===== config.mk =====
export PLATFORM = sky130hd
export DESIGN_NAME = spi_master_fifo_exchange_unit
export DESIGN_NICKNAME = d
export VERILOG_FILES = /design/src/rtl/smfx_pkg.sv /design/src/rtl/smfx_ram.sv /design/src/rtl/spi_master_fifo_exchange_unit.sv
export VERILOG_INCLUDE_DIRS = /design/src /design/src/rtl
export SDC_FILE = /design/constraint.sdc
export NUM_CORES = 1
export LEC_CHECK = 0
export BUFFER_PORTS_ARGS = -buffer_cell sky130_fd_sc_hd__buf_2
export CORE_MARGIN = 10
export CORE_UTILIZATION = 30
export CTS_CLUSTER_SIZE = 10
export DETAILED_ROUTE_END_ITERATION = 16
export RECOVER_POWER = 50
export SLEW_MARGIN = 25
export SYNTH_ARGS = -nofsm -noshare
export SYNTH_HDL_FRONTEND = slang
export SYNTH_SLANG_ARGS = --single-unit

===== constraint.sdc =====
create_clock -name clk -period 3.3 [get_ports clk]
set_clock_uncertainty 0.1 [all_clocks]
set_input_delay 0.165 -clock clk [delete_from_list [all_inputs] [get_ports clk]]
set_output_delay 0.165 -clock clk [all_outputs]
set_load 0.005 [all_outputs]

===== src/rtl/spi_master_fifo_exchange_unit_macros.svh =====
// assertion macros shared by the spi master fifo exchange unit
`ifndef SPI_MASTER_FIFO_EXCHANGE_UNIT_MACROS_SVH
`define SPI_MASTER_FIFO_EXCHANGE_UNIT_MACROS_SVH

// same-cycle implication, sampled on clk, off during reset
`define SMFX_ASSERT_NOW(label, ante, cons) \
    label: assert property (@(posedge clk) disable iff (!rst_n) (ante) |-> (cons)) \
        else $error("smfx assertion failed");

// next-cycle implication, sampled on clk, off during reset
`define SMFX_ASSERT_NEXT(label, ante, cons) \
    label: assert property (@(posedge clk) disable iff (!rst_n) (ante) |=> (cons)) \
        else $error("smfx assertion failed");

`endif


===== src/rtl/smfx_pkg.sv =====
// types and constants of the spi master fifo exchange unit
`timescale 1ns / 1ps

package smfx_pkg;

    typedef logic [15:0] word_t;
    typedef logic [4:0]  bit_count_t;
    typedef logic [3:0]  nibble_t;

    typedef enum logic [1:0] {
        OP_TX_WRITE = 2'd0,
        OP_RX_READ  = 2'd1,
        OP_CONTROL  = 2'd2,
        OP_RESPONSE = 2'd3
    } opcode_t;

    typedef enum logic [1:0] {
        ST_IDLE,
        ST_RD_WAIT,
        ST_DRAIN_RD,
        ST_DRAIN_WR
    } state_t;

    localparam int CTRL_ENABLE_BIT   = 9;
    localparam int CTRL_EXCHANGE_BIT = 8;

    localparam word_t IDLE_FILL = 16'h00ff;

    localparam logic KIND_READ  = 1'b0;
    localparam logic KIND_SHIFT = 1'b1;

    // register index of the card select bit (paddr bit 2)
    localparam logic REG_CARD_SELECT = 1'b0;

endpackage


===== src/rtl/smfx_ram.sv =====
// generic single-write, single-read ram with registered read data
`timescale 1ns / 1ps

module smfx_ram #(
    parameter int WIDTH = 16,
    parameter int DEPTH = 8
) (
    input  logic                     clk,
    input  logic                     we,
    input  logic [$clog2(DEPTH)-1:0] waddr,
    input  logic [WIDTH-1:0]         wdata,
    input  logic                     re,
    input  logic [$clog2(DEPTH)-1:0] raddr,
    output logic [WIDTH-1:0]         rdata
);

    logic [WIDTH-1:0] mem [DEPTH];

    always_ff @(posedge clk)
    begin
        if (we)
        begin
            mem[waddr] <= wdata;
        end
    end

    // read data holds until the next read
    always_ff @(posedge clk)
    begin
        if (re)
        begin
            rdata <= mem[raddr];
        end
    end

endmodule


===== src/rtl/spi_master_fifo_exchange_unit.sv =====
// top level of the spi master fifo exchange unit
`timescale 1ns / 1ps
// Register block of an spi master with a transmit fifo and a receive fifo.
// Input channel (in_valid/in_ready, opcode, data) carries one bus access:
// transmit write, receive read, control write or card response push.
// Output channel (out_valid/out_ready, kind, word, bit_count, last) carries
// receive read data and words shifted out to the card.
// Transmit writes and response pushes give no result.
// A receive read gives its result through the receive ram read register and
// the output register: the ram is read when the read is accepted, and the
// output register loads once it is free.
// A control write with enable and exchange set drains the transmit fifo one
// entry at a time in two steps (ram read, then output load or receive push);
// the output load waits while the output register is full.
// in_ready is high only while no access is in progress; a finished result
// may still sit in the output register while the next access is accepted.
// If the receiver stalls, the block waits for the output register to empty
// before placing the next result; no result is lost.
// Reset clears pointers, empty flags, control and card select; fifo ram
// contents are undefined until written and need no clearing pass.
// The apb port holds the card select bit wherever paddr bit 2 is clear; pready is tied high.

`include "spi_master_fifo_exchange_unit_macros.svh"

module spi_master_fifo_exchange_unit #(
    parameter int FIFO_DEPTH = 8
) (
    input  logic        clk,
    input  logic        rst_n,
    // input channel
    input  logic        in_valid,
    output logic        in_ready,
    input  logic [1:0]  opcode,
    input  logic [15:0] data,
    // output channel
    output logic        out_valid,
    input  logic        out_ready,
    output logic        kind,
    output logic [15:0] word,
    output logic [4:0]  bit_count,
    output logic        last,
    // configuration port
    input  logic        psel,
    input  logic        penable,
    input  logic        pwrite,
    input  logic [2:0]  paddr,
    input  logic [31:0] pwdata,
    output logic [31:0] prdata,
    output logic        pready
);

    localparam int PTR_W = $clog2(FIFO_DEPTH);

    function automatic logic [PTR_W-1:0] next_ptr(input logic [PTR_W-1:0] p);
        return (p == PTR_W'(FIFO_DEPTH - 1)) ? '0 : p + 1'b1;
    endfunction

    smfx_pkg::state_t state_reg, state_next;

    logic [PTR_W-1:0] tx_head_reg, tx_head_next;
    logic [PTR_W-1:0] tx_tail_reg, tx_tail_next;
    logic [PTR_W-1:0] rx_head_reg, rx_head_next;
    logic [PTR_W-1:0] rx_tail_reg, rx_tail_next;
    logic             tx_empty_reg, tx_empty_next;
    logic             rx_empty_reg, rx_empty_next;
    smfx_pkg::nibble_t count_reg, count_next;
    logic             card_sel_reg;
    logic             rd_hit_reg, rd_hit_next;
    logic             drain_last_reg, drain_last_next;

    logic                   out_valid_reg, out_valid_next;
    logic                   kind_reg, kind_next;
    smfx_pkg::word_t        word_reg, word_next;
    smfx_pkg::bit_count_t   bit_count_reg, bit_count_next;
    logic                   last_reg, last_next;

    // ram ports
    logic             tx_we, tx_re, rx_we, rx_re;
    smfx_pkg::word_t  tx_rdata, rx_rdata, rx_wdata;

    logic in_fire, out_free, load_out, tx_full, rx_avail, cfg_write;
    logic exchange_req;

    assign in_ready  = (state_reg == smfx_pkg::ST_IDLE);
    assign in_fire   = in_valid && in_ready;
    assign out_free  = !out_valid_reg || out_ready;
    assign tx_full   = !tx_empty_reg && (tx_head_reg == tx_tail_reg);
    assign rx_avail  = !(rx_empty_reg && (rx_head_reg == rx_tail_reg));
    assign exchange_req = data[smfx_pkg::CTRL_ENABLE_BIT] &&
                          data[smfx_pkg::CTRL_EXCHANGE_BIT];

    // configuration port
    assign pready    = 1'b1;
    assign cfg_write = psel && penable && pwrite && pready;
    assign prdata    = (paddr[2] == smfx_pkg::REG_CARD_SELECT) ?
                       {31'd0, card_sel_reg} : 32'd0;

    always_ff @(posedge clk or negedge rst_n)
    begin
        if (!rst_n)
        begin
            card_sel_reg <= 1'b0;
        end
        else if (cfg_write && (paddr[2] == smfx_pkg::REG_CARD_SELECT))
        begin
            card_sel_reg <= pwdata[0];
        end
    end

    smfx_ram #(
        .WIDTH (16),
        .DEPTH (FIFO_DEPTH)
    ) u_tx_ram (
        .clk   (clk),
        .we    (tx_we),
        .waddr (tx_head_reg),
        .wdata (data),
        .re    (tx_re),
        .raddr (tx_tail_reg),
        .rdata (tx_rdata)
    );

    smfx_ram #(
        .WIDTH (16),
        .DEPTH (FIFO_DEPTH)
    ) u_rx_ram (
        .clk   (clk),
        .we    (rx_we),
        .waddr (rx_head_reg),
        .wdata (rx_wdata),
        .re    (rx_re),
        .raddr (rx_tail_reg),
        .rdata (rx_rdata)
    );

    // next state
    always_comb
    begin
        state_next = state_reg;
        case (state_reg)
            smfx_pkg::ST_IDLE:
            begin
                if (in_fire)
                begin
                    case (smfx_pkg::opcode_t'(opcode))
                        smfx_pkg::OP_RX_READ:
                        begin
                            state_next = smfx_pkg::ST_RD_WAIT;
                        end
                        smfx_pkg::OP_CONTROL:
                        begin
                            if (exchange_req && !tx_empty_reg)
                            begin
                                state_next = smfx_pkg::ST_DRAIN_RD;
                            end
                        end
                        default:
                        begin
                            state_next = smfx_pkg::ST_IDLE;
                        end
                    endcase
                end
            end
            smfx_pkg::ST_RD_WAIT:
            begin
                if (out_free)
                begin
                    state_next = smfx_pkg::ST_IDLE;
                end
            end
            smfx_pkg::ST_DRAIN_RD:
            begin
                state_next = smfx_pkg::ST_DRAIN_WR;
            end
            smfx_pkg::ST_DRAIN_WR:
            begin
                if (!card_sel_reg || out_free)
                begin
                    state_next = drain_last_reg ? smfx_pkg::ST_IDLE
                                                : smfx_pkg::ST_DRAIN_RD;
                end
            end
            default:
            begin
                state_next = smfx_pkg::ST_IDLE;
            end
        endcase
    end

    // datapath and memory control
    always_comb
    begin
        tx_head_next    = tx_head_reg;
        tx_tail_next    = tx_tail_reg;
        rx_head_next    = rx_head_reg;
        rx_tail_next    = rx_tail_reg;
        tx_empty_next   = tx_empty_reg;
        rx_empty_next   = rx_empty_reg;
        count_next      = count_reg;
        rd_hit_next     = rd_hit_reg;
        drain_last_next = drain_last_reg;
        tx_we           = 1'b0;
        tx_re           = 1'b0;
        rx_we           = 1'b0;
        rx_re           = 1'b0;
        rx_wdata        = data;
        load_out        = 1'b0;
        kind_next       = kind_reg;
        word_next       = word_reg;
        bit_count_next  = bit_count_reg;
        last_next       = last_reg;

        case (state_reg)
            smfx_pkg::ST_IDLE:
            begin
                if (in_fire)
                begin
                    case (smfx_pkg::opcode_t'(opcode))
                        smfx_pkg::OP_TX_WRITE:
                        begin
                            // dropped when full
                            if (!tx_full)
                            begin
                                tx_we         = 1'b1;
                                tx_head_next  = next_ptr(tx_head_reg);
                                tx_empty_next = 1'b0;
                            end
                        end
                        smfx_pkg::OP_RX_READ:
                        begin
                            rd_hit_next = rx_avail;
                            if (rx_avail)
                            begin
                                rx_re        = 1'b1;
                                rx_tail_next = next_ptr(rx_tail_reg);
                                if (next_ptr(rx_tail_reg) == rx_head_reg)
                                begin
                                    rx_empty_next = 1'b1;
                                end
                            end
                        end
                        smfx_pkg::OP_CONTROL:
                        begin
                            count_next = data[3:0];
                            // enable clear flushes both fifos
                            if (!data[smfx_pkg::CTRL_ENABLE_BIT])
                            begin
                                tx_tail_next  = tx_head_reg;
                                rx_tail_next  = rx_head_reg;
                                tx_empty_next = 1'b1;
                                rx_empty_next = 1'b1;
                            end
                        end
                        smfx_pkg::OP_RESPONSE:
                        begin
                            // no full check, wraps over the oldest entry
                            rx_we         = 1'b1;
                            rx_wdata      = data;
                            rx_head_next  = next_ptr(rx_head_reg);
                            rx_empty_next = 1'b0;
                        end
                        default:
                        begin
                            rx_we = 1'b0;
                        end
                    endcase
                end
            end
            smfx_pkg::ST_RD_WAIT:
            begin
                if (out_free)
                begin
                    load_out       = 1'b1;
                    kind_next      = smfx_pkg::KIND_READ;
                    word_next      = rd_hit_reg ? rx_rdata : '0;
                    bit_count_next = '0;
                    last_next      = 1'b1;
                end
            end
            smfx_pkg::ST_DRAIN_RD:
            begin
                tx_re           = 1'b1;
                tx_tail_next    = next_ptr(tx_tail_reg);
                drain_last_next = (next_ptr(tx_tail_reg) == tx_head_reg);
            end
            smfx_pkg::ST_DRAIN_WR:
            begin
                if (card_sel_reg)
                begin
                    if (out_free)
                    begin
                        load_out       = 1'b1;
                        kind_next      = smfx_pkg::KIND_SHIFT;
                        word_next      = tx_rdata;
                        bit_count_next = smfx_pkg::bit_count_t'(count_reg) +
                                         smfx_pkg::bit_count_t'(1);
                        last_next      = drain_last_reg;
                        if (drain_last_reg)
                        begin
                            tx_empty_next = 1'b1;
                        end
                    end
                end
                else
                begin
                    // card idle: each drained word returns IDLE_FILL, 0x00ff
                    rx_we         = 1'b1;
                    rx_wdata      = smfx_pkg::IDLE_FILL;
                    rx_head_next  = next_ptr(rx_head_reg);
                    rx_empty_next = 1'b0;
                    if (drain_last_reg)
                    begin
                        tx_empty_next = 1'b1;
                    end
                end
            end
            default:
            begin
                load_out = 1'b0;
            end
        endcase

        if (load_out)
        begin
            out_valid_next = 1'b1;
        end
        else if (out_ready)
        begin
            out_valid_next = 1'b0;
        end
        else
        begin
            out_valid_next = out_valid_reg;
        end
    end

    always_ff @(posedge clk or negedge rst_n)
    begin
        if (!rst_n)
        begin
            state_reg      <= smfx_pkg::ST_IDLE;
            tx_head_reg    <= '0;
            tx_tail_reg    <= '0;
            rx_head_reg    <= '0;
            rx_tail_reg    <= '0;
            tx_empty_reg   <= 1'b1;
            rx_empty_reg   <= 1'b1;
            count_reg      <= '0;
            rd_hit_reg     <= 1'b0;
            drain_last_reg <= 1'b0;
            out_valid_reg  <= 1'b0;
        end
        else
        begin
            state_reg      <= state_next;
            tx_head_reg    <= tx_head_next;
            tx_tail_reg    <= tx_tail_next;
            rx_head_reg    <= rx_head_next;
            rx_tail_reg    <= rx_tail_next;
            tx_empty_reg   <= tx_empty_next;
            rx_empty_reg   <= rx_empty_next;
            count_reg      <= count_next;
            rd_hit_reg     <= rd_hit_next;
            drain_last_reg <= drain_last_next;
            out_valid_reg  <= out_valid_next;
        end
    end

    // result payload, no reset needed
    always_ff @(posedge clk)
    begin
        kind_reg      <= kind_next;
        word_reg      <= word_next;
        bit_count_reg <= bit_count_next;
        last_reg      <= last_next;
    end

    assign out_valid = out_valid_reg;
    assign kind      = kind_reg;
    assign word      = word_reg;
    assign bit_count = bit_count_reg;
    assign last      = last_reg;

    // an empty fifo has its pointers together
    `SMFX_ASSERT_NOW(a_tx_empty_ptrs, tx_empty_reg, tx_head_reg == tx_tail_reg)
    `SMFX_ASSERT_NOW(a_rx_empty_ptrs, rx_empty_reg, rx_head_reg == rx_tail_reg)
    // a drain step only starts on a non-empty transmit fifo
    `SMFX_ASSERT_NOW(a_drain_nonempty, state_reg == smfx_pkg::ST_DRAIN_RD, !tx_empty_reg)
    // a receive read transaction always goes to the read wait state
    `SMFX_ASSERT_NEXT(a_read_wait,
        in_fire && (opcode == smfx_pkg::OP_RX_READ),
        state_reg == smfx_pkg::ST_RD_WAIT)

endmodule

== After elaboration in Yosys (flattened, before gate mapping) ==
Memories as Yosys holds them, arrays and structs flattened. A register that Yosys moved wholly into a read port is not among the register bits.
Cells that the tools add are included.

* Register bits after elaboration: 47
* Bits in writable memories: 256
* Input port bits: 60
* Output and inout bits: 58
* Logic and storage cells: 166
* Memories kept: 2

{| class="wikitable"
|+ Memories
! name !! depth !! bits a word !! rd ports !! clocked after memory_dff !! wr ports !! line !! source
|-
| u_rx_ram.mem || 8 || 16 || 1 || 1 || 1 || smfx_ram.sv:17 || <nowiki>logic [WIDTH-1:0] mem [DEPTH];</nowiki>
|-
| u_tx_ram.mem || 8 || 16 || 1 || 1 || 1 || smfx_ram.sv:17 ||
|}

* Add/subtract/negate cells: 5
* Eq/ne operators: 33
* Mux-type cells: 77
* Bitwise logic cells: 2
* Reductions and logical operators: 31

{| class="wikitable"
|+ Operators by type and width
! kind !! number
|-
| 16-bit 2-to-1 mux || 6
|-
| 1-bit 2-to-1 mux || 36
|-
| 3-bit 2-to-1 mux || 12
|-
| 16-bit one-hot mux with 2 select lines || 1
|-
| 4-bit AND reduction || 5
|-
| 3-bit != test, second input constant || 6
|-
| 3-bit one-hot mux with 2 select lines || 3
|-
| 2-bit != test, second input constant || 8
|-
| 5-bit 2-to-1 mux || 3
|-
| 1-bit one-hot mux with 2 select lines || 7
|-
| 3-bit by 1-bit adder with 3-bit output, second input constant || 4
|-
| 3-bit equality test || 4
|-
| 3-bit equality test, second input constant || 4
|-
| 2-bit 2-to-1 mux || 5
|-
| 5-bit one-hot mux with 2 select lines || 1
|-
| 2-bit nonzero test || 5
|-
| 2-bit equality test, second input constant || 4
|-
| 1-bit logical AND || 8
|-
| 2-bit one-hot mux with 4 select lines || 1
|-
| 7-bit AND reduction || 1
|-
| 2-bit by 1-bit != test with 1-bit output, second input constant || 3
|-
| 3-bit AND reduction || 2
|-
| 6-bit AND reduction || 1
|-
| 4-bit by 1-bit adder with 5-bit output, second input constant || 1
|-
| other kinds (10) || 17
|}

== Longest topological paths before layout ==
Gate-level depths: netlist of the first run.

* Depth in word-level cells: 8
* Mapped depth: 8
* Mapped depth without buffers: 7

== Cells and area by module ==
A second synthesis of the first run with hierarchy kept.

* Cell total of the unflattened synthesis: 683
* Area, all modules: 13710.6 um^2

{| class="wikitable"
|+ Modules (own cells, without submodules)
! module !! instances !! cells each !! area each (um^2) !! seq. area each (um^2)
|-
| smfx_ram || 2 || 214 || 5454.0 || 4324.1
|-
| spi_master_fifo_exchange_unit || 1 || 255 || 2802.7 || 1293.7
|}

== Worst setup path after synthesis of the first run ==
No wires, ideal clock.

* Path type: register to register
* Start point: register state_reg[0]
* End point: memory u_tx_ram.mem[4][0] (enable)
* Setup time: 0.413 ns
* Arrival time: 2.734 ns
* Data required time: 2.787 ns
* Setup slack: 0.053 ns
* Cell stages (with the launch flop): 8
* Buffers on the path: 1
* Clock period less this slack: 3.247 ns
* Cell sequence: dfrtp_1 -> inv_1 -> ha_1 -> and2_1 -> buf_6 -> nand2_1 -> or3_4 -> nor3b_1

* Longest elaborated chain between the ends: 6

{| class="wikitable"
|+ Ends and longest elaborated chain
! item !! line !! source
|-
| start, declared || spi_master_fifo_exchange_unit.sv:58 || <nowiki>smfx_pkg::state_t state_reg, state_next;</nowiki>
|-
| start signal, assigned || spi_master_fifo_exchange_unit.sv:341 || <nowiki>state_reg <= smfx_pkg::ST_IDLE;</nowiki>
|-
| start signal, assigned || spi_master_fifo_exchange_unit.sv:355 || <nowiki>state_reg <= state_next;</nowiki>
|-
| 2-bit zero test (*) || spi_master_fifo_exchange_unit.sv:84 || <nowiki>assign in_ready = (state_reg == smfx_pkg::ST_IDLE);</nowiki>
|-
| via in_ready || spi_master_fifo_exchange_unit.sv:32 || <nowiki>output logic in_ready,</nowiki>
|-
| 1-bit logical AND || spi_master_fifo_exchange_unit.sv:85 || <nowiki>assign in_fire = in_valid && in_ready;</nowiki>
|-
| 1-bit 2-to-1 mux || spi_master_fifo_exchange_unit.sv:216 || <nowiki>if (in_fire)</nowiki>
|-
| 1-bit 2-to-1 mux (*) || spi_master_fifo_exchange_unit.sv:213 || <nowiki>case (state_reg)</nowiki>
|-
| 1-bit 2-to-1 mux (*) || smfx_ram.sv:21 || <nowiki>if (we)</nowiki>
|-
| 1-bit 2-to-1 mux (implied by the code) (*) || smfx_ram.sv:23 || <nowiki>mem[waddr] <= wdata;</nowiki>
|-
| end, declared || smfx_ram.sv:17 ||
|}

The timed path passes the listed nets; every way through them passes the cells marked *.

== Worst setup path in the final report of the first run ==
* Start point: register state_reg[0]
* End point: memory u_tx_ram.mem[3][5] (enable)

* Longest elaborated chain between the ends: 6

{| class="wikitable"
|+ Ends and longest elaborated chain
! item !! line
|-
| 2-bit zero test (*) || spi_master_fifo_exchange_unit.sv:84, spi_master_fifo_exchange_unit.sv:213
|-
| 1-bit logical AND || spi_master_fifo_exchange_unit.sv:85
|-
| 1-bit 2-to-1 mux || spi_master_fifo_exchange_unit.sv:216
|-
| 1-bit 2-to-1 mux (*) || spi_master_fifo_exchange_unit.sv:213
|-
| 1-bit 2-to-1 mux (*) || smfx_ram.sv:21
|-
| 1-bit 2-to-1 mux (implied by the code) (*) || smfx_ram.sv:23
|}

Every way passes the cells marked *; elsewhere a longest branch is shown, timed or not.

==> impl_results.md, run 1 <==
- Status: finished with violations
- Failing checks: max-capacitance violations, max-slew violations
- Post-synthesis sequential element count: 335
- Die area: 54200 um2
- Area Overhead vs Synth: 16.5%
- Syn. warnings: 0
- Max Root-Sink Buffers: 3
- Clock Pin Slew Worst Setup and Hold Paths: 0.05 ns
- Drt total wl: 28100 um
- Startpoint Class: register
- Vias in the first global route: 6860
- Final Util: 35.6%
- Power Density: 775 nW/um2
- Syn Area/Cell: 19.7 um2
- Clock buffer count from CTS: 39
- Antenna Cells: 0
- Detail Placement HPWL: 17900 um
- Largest regs: u_rx_ram.mem (128), u_tx_ram.mem (128)
- Post-DR vias/cell: 4.63
- Clk Latency, worst-skew pair: 0.52 ns
- Core Rows: 77
- Critical path capture point type: register
- Initial Util: 30.5%
- Worst Tran Pin Value: 1.54 ns
- Nets: 887
- Path category of the worst min-delay check: in2reg
- Cells after synthesis: 691
- Relative slew slack: -2.53%
- Total number of vias: 6536
- CTS Hold Bufs: 20
- Detail-routed net length per standard cell: 19.9 um
- Main synth FF type: edfxtp_1
- DRC Markers: 0
- CP required: 3.40 ns
- Initial antenna violation count: 1
- Post-CTS repair timing setup buffer count: 0
- Die Width: 233 um
- Height of the die: 233 um
- Post-cts sizing count: 0
- Fillers: 4172
- CTS sink cnt: 335
- CTS tree: done
- Grt ovf: 0
- FFs w/ async S/R, synth: 7.16%
- Critical path type: reg2reg
- Total chip power: 12.3 mW
- Most frequent cells in the layout: 311 x edfxtp_1, 64 x mux4_2, 58 x clkbuf_1
- I/O pin count: 118
- Worst EP arrival: 2.72 ns
- First-pass GRT wire length: 42400 um
- ANT nets after route: 0
- Cell Area, Synth: 13600 um2
- Final Critical Period: 2.62 ns
- Pleak: 5.20 nW
- Slew Limit Fails: 24
- Layout cells sized above 1: 26.8%
- Core Area: 44500 um2
- Leading cell type in the layout, fill and taps excluded: edfxtp_1
- Fmax: 381 MHz
- Final setup viols: 0
- Hold Vio Cnt, Final: 0
- TNS Setup: 0 ns
- RSZ-0062 raised after global routing: false
- Root Buffer: clkbuf_16
- Fin crit share: 79.5%
- # H-tree levels: 2
- Total track usage: 10.3%
- Post-synth EDFFs: 311
- I/O Buffers: 52
- Crit Path Max Fanout: 16
- Largest net degree at the start of global routing: 35
- Placer congestion estimate: 0.742
- IR drop worst, VDD: 0.350 mV
- Detailed router's first-iteration violation count: 442
- Pre-antenna DRT Iters: 5
- Max Cap Violations: 1
- Register area share after synthesis: 73.2%
- Synth cell types: 44
==> routing by layer <==
metal / part of all wire [%] / vias up / track usage, %
li1: - / 2910 / -
met1: 45 / 3360 / 14.4
met2: 44 / 215 / 15.5
met3: 8.4 / 49 / 2.49
met4: 2.0 / 2 / 2.90
met5: 0.025 / - / 0
==> final timing paths <==
kind,from,to,slack [ns],depth (start not counted)
setup reg to reg,state_reg[0]$_DFFE_PN0P_,u_tx_ram.mem[3][5]$_DFFE_PP_,0.68,9
hold reg to reg,out_valid$_DFFE_PN0P_,out_valid$_DFFE_PN0P_,0.43,2
hold / removal,in_valid,state_reg[1]$_DFFE_PN0P_,0.08,4
setup / recovery,state_reg[0]$_DFFE_PN0P_,u_tx_ram.mem[3][5]$_DFFE_PP_,0.68,9
min in group asynchronous,rst_n,tx_tail_reg[0]$_DFFE_PN0P_,0.40,2
max in group asynchronous,rst_n,rx_tail_reg[0]$_DFFE_PN0P_,1.75,2
==> cells by family after synthesis <==
kind of cell,Yosys count,share of synthesized area [%]
compound gates,41,2.12
xor+xnor,14,0.903
fa+ha+maj,18,1.66
buf+inv,73,3.50
flops,335,73.2
mux,116,14.9
other cells,2,0.0553
simple gates,92,3.72
==> area by class of cell <==
type	count	area [um2]	share of cell area [%]
timing repair buffer	113	722	4.56
tap	592	741	4.68
inverter	7	26.3	0.166
clock buffer	51	1030	6.51
clock inverter	2	28.8	0.182
multi-input combinational	313	3340	21.1
sequential	335	9940	62.8
==> where the power goes <==
group / internal, mW / leakage [nW] / switching (mW) / total (mW)
logic: 1.48 / 1.59 / 1.51 / 2.99
registers: 5.25 / 3.10 / 0.317 / 5.57
clock network: 2.17 / 0.515 / 1.55 / 3.72
==> worst max-delay path: stages (launching register included) <==
cell      delay, ns
dfrtp_1        0.40
inv_1          0.13
ha_1           0.17
and2_0         0.15
clkbuf_1       0.24
nand2_1        0.17
nor2_2         0.21
nand2_1        0.19
nor3b_2        0.23
buf_4          0.32
==> per-stage QoR <==
| stage | cell area, um2 | setup WS, ns | hold slack (ns) | cells |
|---|---|---|---|---|
| floorplan | 13700 | 0.0533 | -0.231 | 721 |
| global placement | 14600 | 0.794 | 0.123 | 1340 |
| detailed placement | 14600 | 0.797 | 0.116 | 1340 |
| CTS | 15900 | 0.800 | 0.0645 | 1413 |
| global route | 15800 | 0.508 | 0.0758 | 1413 |
| finish | 15800 | 0.675 | 0.0759 | 1413 |
==> cell usage after synthesis, types with 2 or more instances <==
master    number  area (um2)
nand2_1       18        67.6
mux4_2        64        1440
nor2b_1        3        18.8
nor3_1         5        25.0
nand2b_1      12        75.1
and2_1        11        68.8
a22o_1        15         131
buf_4         34         255
o21ai_0        7        35.0
mux2i_1        7        70.1
nor3b_1        8        60.1
mux2_2        44         495
edfxtp_1     311        9340
buf_6          9         101
nand3_1        2        10.0
xor2_1         5        43.8
dfstp_2        2        52.6
ha_1          18         225
buf_2          5        25.0
xnor2_1        9        78.8
nor2_1        23        86.3
nand4b_1       2        17.5
clkbuf_1      17        63.8
a31oi_1        3        18.8
conb_1         2        7.51
a21oi_1       10        50.1
dfrtp_1       22         551
inv_1          7        26.3
(Power assumes the default switching activity.)
==> run 2: changes to the inputs <==
Clock period 3.3 ns to 2.53 ns, I/O delays scaled along.
==> impl_results.md, run 2 (same netlist as run 1, synthesis figures left out) <==
- Status: finished with violations
- Failing checks: max-capacitance violations, max-slew violations
- Total number of vias: 6486 (-0.76%)
- Post-DR vias/cell: 4.59 (-0.84%)
- Critical path capture point type: register
- WP buf/inv: 2 (-1)
- Detailed router's first-iteration violation count: 468 (+5.9%)
- Fillers: 4136 (-0.86%)
- RSZ-0062 raised after global routing: true
- Nets: 886 (-0.11%)
- Largest regs: u_rx_ram.mem (128), u_tx_ram.mem (128)
- First-pass GRT wire length: 42200 um (-0.28%)
- Die Width: 233 um (unchanged)
- Worst EP arrival: 2.61 ns (-0.11 ns)
- Sw frac: 27.6% (+0.046 points)
- Critical path type: reg2reg
- Placer congestion estimate: 0.748 (+0.71%)
- Fmax: 400 MHz (+5.0%)
- Area Overhead vs Synth: 18.0%
- Clk pwr share: 29.9% (-0.4 points)
- Cell-internal power: 11.7 mW (+31%)
- Power Density: 1010 nW/um2 (+30%)
- ANT nets after route: 0 (unchanged)
- Die area: 54200 um2 (unchanged)
- Max Root-Sink Buffers: 3 (unchanged)
- Clock buffer count from CTS: 39 (unchanged)
- I/O pin count: 118 (unchanged)
- Finished Layout Cells: 1414 (+0.071%)
- Hold_sp: opcode[1]
- Drt total wl: 28200 um (+0.34%)
- Final Critical Period: 2.50 ns (-0.126 ns)
- Reg-to-reg slack, setup: 0.03 ns (-0.64 ns)
- I/O Buffers: 52 (unchanged)
- Core Rows: 77 (unchanged)
- Grt ovf: 0 (unchanged)
- # H-tree levels: 2 (unchanged)
- Startpoint Class: register
- Detail Placement HPWL: 17600 um (-1.5%)
- Final setup viols: 0 (unchanged)
- CP required: 2.64 ns (-0.76 ns)
- Worst-path cell chain: inv_1 > ha_1 > and2_1 > nand2_1 > a21oi_1 > nand2b_1 > nor3b_4 > buf_4
- Most frequent cells in the layout: 311 x edfxtp_1, 64 x mux4_2, 50 x clkbuf_1
- Detail-routed net length per standard cell: 19.9 um (+0.27%)
- Seq pwr share: 44.5% (-0.8 points)
- Vias in the first global route: 6725 (-2.0%)
- Core Area: 44500 um2 (unchanged)
- DRC Markers: 0 (unchanged)
- Path category of the worst min-delay check: in2reg
- Clock Pin Slew Worst Setup and Hold Paths: 0.06 ns (about the same)
- Root Buffer: clkbuf_16
- Psw: 4.45 mW (+32%)
- Hold Vio Cnt, Final: 0 (unchanged)
- Max Cap Violations: 1 (unchanged)
- Leading cell type in the layout, fill and taps excluded: edfxtp_1
- Slowest cell on the critical path: dfrtp_1
- Worst Tran Pin Value: 1.53 ns (-0.00498 ns)
- CP max stage delay: 0.40 ns (about the same)
- Relative slew slack: -2.20% (+0.33 points)
- Clk Latency, worst-skew pair: 0.53 ns (about the same)
- Total track usage: 10.3% (about the same)
- Post-placement cell count: 1338 (-0.15%)
- CTS sink cnt: 335 (unchanged)
- Reg2reg start: state_reg[0]$_DFFE_PN0P_
- Initial Util: 30.5% (unchanged)
- Layout cells sized above 1: 28.0% (+1.2 points)
- IR drop worst, VDD: 0.500 mV (+43%)
- CTS tree: done
- Pleak: 5.27 nW (+1.3%)
- Top cell family by delay on the critical path: simple AND/OR/NAND/NOR gates
- Pre-antenna DRT Iters: 4 (-1)
- Height of the die: 233 um (unchanged)
- Placed instance area: 14800 um2 (+1.2%)
- Combinational Power Share: 25.6% (+1.3 points)
- Crit Path Max Fanout: 9 (-7)
- Min Hold Slack: 0.0757 ns (-0.000151 ns)
- Fin crit share: 98.8% (+19 points)
- Crit path from: state_reg[0]$_DFFE_PN0P_
- Finished Cell Area: 16000 um2 (+1.3%)
- Largest net degree at the start of global routing: 37 (+5.7%)
- Initial antenna violation count: 2 (+1)
- Slew Limit Fails: 25 (+4.2%)
run 2: cell count changes in the layout (fill, tap and decap cells not counted), sizes merged:
cell,change
buf,+5
clkbuf,-8
clkinv,+2
diode,+1
dlygate4sd3,+1
run 2: cell type report:
| type | count | area (um2) | area share (%) |
|---|---|---|---|
| inverter | 7 | 26.3 | 0.164 |
| antenna | 1 | 2.50 | 0.0156 |
| clock inverter | 4 | 36.3 | 0.226 |
| clock buffer | 50 | 1020 | 6.34 |
| sequential | 335 | 9940 | 62.0 |
| timing repair buffer | 112 | 881 | 5.49 |
| tap | 592 | 741 | 4.62 |
| multi-input combinational | 313 | 3390 | 21.1 |
run 2: timing repair:
action,4_1_cts,5_1_grt
endpoints found under the hold margin,158,0
endpoints found under the setup margin,0,96
hold buffers,21,0
gates resized for setup,0,1
buffers inserted,0,0
run 2: final timing paths:
check	cells after the start	end
setup reg to reg	8	u_rx_ram.mem[4][12]$_DFFE_PP_
max in group asynchronous	2	rx_tail_reg[0]$_DFFE_PN0P_
hold / removal	4	rx_empty_reg$_DFFE_PN1P_
min in group asynchronous	2	tx_head_reg[1]$_DFFE_PN0P_
hold reg to reg	2	out_valid$_DFFE_PN0P_
setup / recovery	8	u_rx_ram.mem[4][12]$_DFFE_PP_
run 2: routing by layer:
| layer | part of all wire, % | GRT usage, % |
|---|---|---|
| met3 | 6.4 | 2.23 |
| met1 | 47 | 14.8 |
| met5 | 0 | 0 |
| met2 | 44 | 15.4 |
| met4 | 1.8 | 2.72 |
run 2: power groups by stage:
stage | sequential [mW] | combinational (mW) | clock [mW]
CTS | 7.17 | 4.29 | 4.95
finish | 7.17 | 4.13 | 4.82
global route | 7.22 | 4.52 | 5.18
floorplan | 7.12 | 3.20 | 0
global placement | 7.26 | 4.19 | 0
detailed placement | 7.27 | 4.23 | 0
run 2: stage by stage:
step                      power (mW)  setup TNS (ns)  utilization [%]  setup WS, ns
after detailed placement        11.5               0             33.3        0.0722
after CTS                       16.4               0             36.1        0.0551
after global routing            16.9           -1.88             36.0       -0.0509
after floorplan                 10.3          -17.55                -        -0.172
final                           16.1               0             36.0        0.0314
after global placement          11.4               0             33.3        0.0954
run 2: tightest hold or removal path: stages:
cell and delay [ns]:
buf_2 0.11, ha_1 0.21, nor2_1 0.09, mux2_1 0.13
==> run 3: changes to the inputs <==
Settings changed: CELL_PAD_IN_SITES_DETAIL_PLACEMENT set to 1, CELL_PAD_IN_SITES_GLOBAL_PLACEMENT set to 1, PLACE_DENSITY_LB_ADDON set to 0.1.
==> impl_results.md, run 3 (same netlist as run 1, synthesis figures left out) <==
- Finished Cell Area: 16200 um2 (+0.84%)
- Critical path type: reg2reg
- Die Width: 233 um (unchanged)
- Combinational Power Share: 25.2% (-0.4 points)
- Worst EP arrival: 2.55 ns (-0.06 ns)
- # H-tree levels: 2 (unchanged)
- Root Buffer: clkbuf_16
- Largest net degree at the start of global routing: 37 (unchanged)
- Nets: 887 (+0.11%)
- Startpoint Class: register
- Failing checks: max-capacitance violations, max-slew violations
- Relative slew slack: -2.03% (+0.17 points)
- Layout cells sized above 1: 27.4% (-0.60 points)
- I/O Buffers: 52 (unchanged)
- Max Root-Sink Buffers: 3 (unchanged)
- Total track usage: 12.1% (+1.8 points)
- Min Hold Slack: 0.0817 ns (+0.00601 ns)
- I/O pin count: 118 (unchanged)
- Pleak: 5.32 nW (+0.86%)
- Clock buffer count from CTS: 41 (+5.1%)
- IR drop worst, VDD: 0.641 mV (+28%)
- Core Area: 44500 um2 (unchanged)
- CTS tree: done
- Power Density: 1030 nW/um2 (+2.5%)
- RSZ-0062 raised after global routing: false
- Sw frac: 28.1% (+0.56 points)
- Post-DR vias/cell: 4.60 (+0.23%)
- CP required: 2.67 ns (+0.03 ns)
- Critical path capture point type: register
- Final Critical Period: 2.41 ns (-0.0855 ns)
- Psw: 4.69 mW (+5.4%)
- Clk Latency, worst-skew pair: 0.54 ns (about the same)
- WHS Path Cells: 4 (unchanged)
- Path category of the worst min-delay check: in2reg
- Clock Pin Slew Worst Setup and Hold Paths: 0.05 ns (about the same)
- Grt ovf: 0 (unchanged)
- Hold_sp: opcode[1]
- First-pass GRT wire length: 48200 um (+14%)
- Core Rows: 77 (unchanged)
- Reg-to-reg slack, setup: 0.12 ns (+0.09 ns)
- Cell-internal power: 12.0 mW (+2.5%)
- Detail Placement HPWL: 20400 um (+16%)
- Pre-antenna DRT Iters: 5 (+1)
- Worst R2R Path Depth: 7 (-1)
- Reg2reg start: state_reg[1]$_DFFE_PN0P_
- Seq pwr share: 43.2% (-1.3 points)
- Initial Util: 30.5% (unchanged)
- Vias in the first global route: 7363 (+9.5%)
- Largest regs: u_rx_ram.mem (128), u_tx_ram.mem (128)
- Initial antenna violation count: 1 (-1)
- Total number of vias: 6533 (+0.72%)
- Total chip power: 16.7 mW (+3.3%)
- Final setup viols: 0 (unchanged)
- DRC Markers: 0 (unchanged)
- ANT nets after route: 0 (unchanged)
- Status: finished with violations
- Max Cap Violations: 1 (unchanged)
- Fmax: 414 MHz (+3.5%)
- Detailed router's first-iteration violation count: 344 (-26%)
- Hold Vio Cnt, Final: 0 (unchanged)
- Placer congestion estimate: 0.754 (+0.91%)
- Die area: 54200 um2 (unchanged)
- Leading cell type in the layout, fill and taps excluded: edfxtp_1
- Worst Tran Pin Value: 1.53 ns (-0.00254 ns)
- Slew Limit Fails: 25 (unchanged)
- Worst Hold End: rx_empty_reg$_DFFE_PN1P_
- CTS sink cnt: 335 (unchanged)
- Crit path from: state_reg[1]$_DFFE_PN0P_
- Most frequent cells in the layout: 311 x edfxtp_1, 64 x mux4_2, 55 x clkbuf_1
- Height of the die: 233 um (unchanged)
- Reg-to-Reg End: u_tx_ram.mem[4][4]$_DFFE_PP_
- Crit Path Max Fanout: 16 (+7)
- Fin crit share: 95.4% (-3.4 points)
- Placed instance area: 14800 um2 (+0.12%)
- Drt total wl: 32300 um (+14%)
- Detail-routed net length per standard cell: 22.7 um (+14%)
- Area Overhead vs Synth: 19.0%
- Clk pwr share: 31.6% (+1.7 points)
- TNS Setup: 0 ns (unchanged)
[run 3: worst max path at each step]
stage / slack, ns / to / depth (start not counted)
after floorplan: -0.17 / u_tx_ram.mem[4][0]$_DFFE_PP_ / 7
after global placement: 0.15 / u_rx_ram.mem[4][4]$_DFFE_PP_ / 8
after detailed placement: 0.06 / u_rx_ram.mem[4][4]$_DFFE_PP_ / 8
after CTS: 0.03 / u_rx_ram.mem[4][13]$_DFFE_PP_ / 8
after global routing: 0.008 / u_tx_ram.mem[5][5]$_DFFE_PP_ / 8
final: 0.12 / u_tx_ram.mem[4][4]$_DFFE_PP_ / 7
[run 3: worst max-delay path, cell delays in order, from the launching register on]
cell	delay (ns)
dfrtp_1	0.40
inv_1	0.13
ha_1	0.18
and2_1	0.22
nand2_1	0.16
or3_4	0.40
nor3b_2	0.28
buf_12	0.22
[run 3: per-layer routing]
layer  track usage [%]  vias up  wire [um]
li1                  -     2912          -
met1              15.6     3442      14300
met2              20.0      138      15700
met3              2.58       41       1670
met4              3.79        0        626
met5                 0        -          0
[run 3: power groups by stage]
stage	Combinational [mW]	Sequential (mW)	Clock (mW)
final	4.19	7.20	5.26
after global routing	4.63	7.27	5.67
after CTS	4.43	7.21	5.46
after detailed placement	4.38	7.32	0
after global placement	4.26	7.29	0
after floorplan	3.20	7.12	0
[run 3: timing repair]
action                     in CTS  in global routing
hold endpoints to repair      160                  0
hold buffers                   21                  0
setup endpoints to repair       0                128
gates resized for setup         0                  4
setup buffers                   0                  0
[run 3: metrics by stage]
| stage | setup slack [ns] | cells | util, % |
|---|---|---|---|
| 3_3_place_gp | 0.148 | 1337 | 33.3 |
| 6_report | 0.117 | 1421 | 36.3 |
| 4_1_cts | 0.0332 | 1420 | 36.5 |
| 5_1_grt | 0.00822 | 1421 | 36.3 |
| 3_5_place_dp | 0.0596 | 1337 | 33.3 |
| 2_1_floorplan | -0.172 | 721 | - |
[run 3: final cells by class]
| class | count | area [um2] |
|---|---|---|
| timing repair buffer | 111 | 880 |
| tap | 592 | 741 |
| multi-input combinational | 313 | 3400 |
| sequential | 335 | 9940 |
| antenna | 1 | 2.50 |
| clock buffer | 56 | 1110 |
| clock inverter | 6 | 63.8 |
| inverter | 7 | 26.3 |
| fill | 4395 | 28300 |
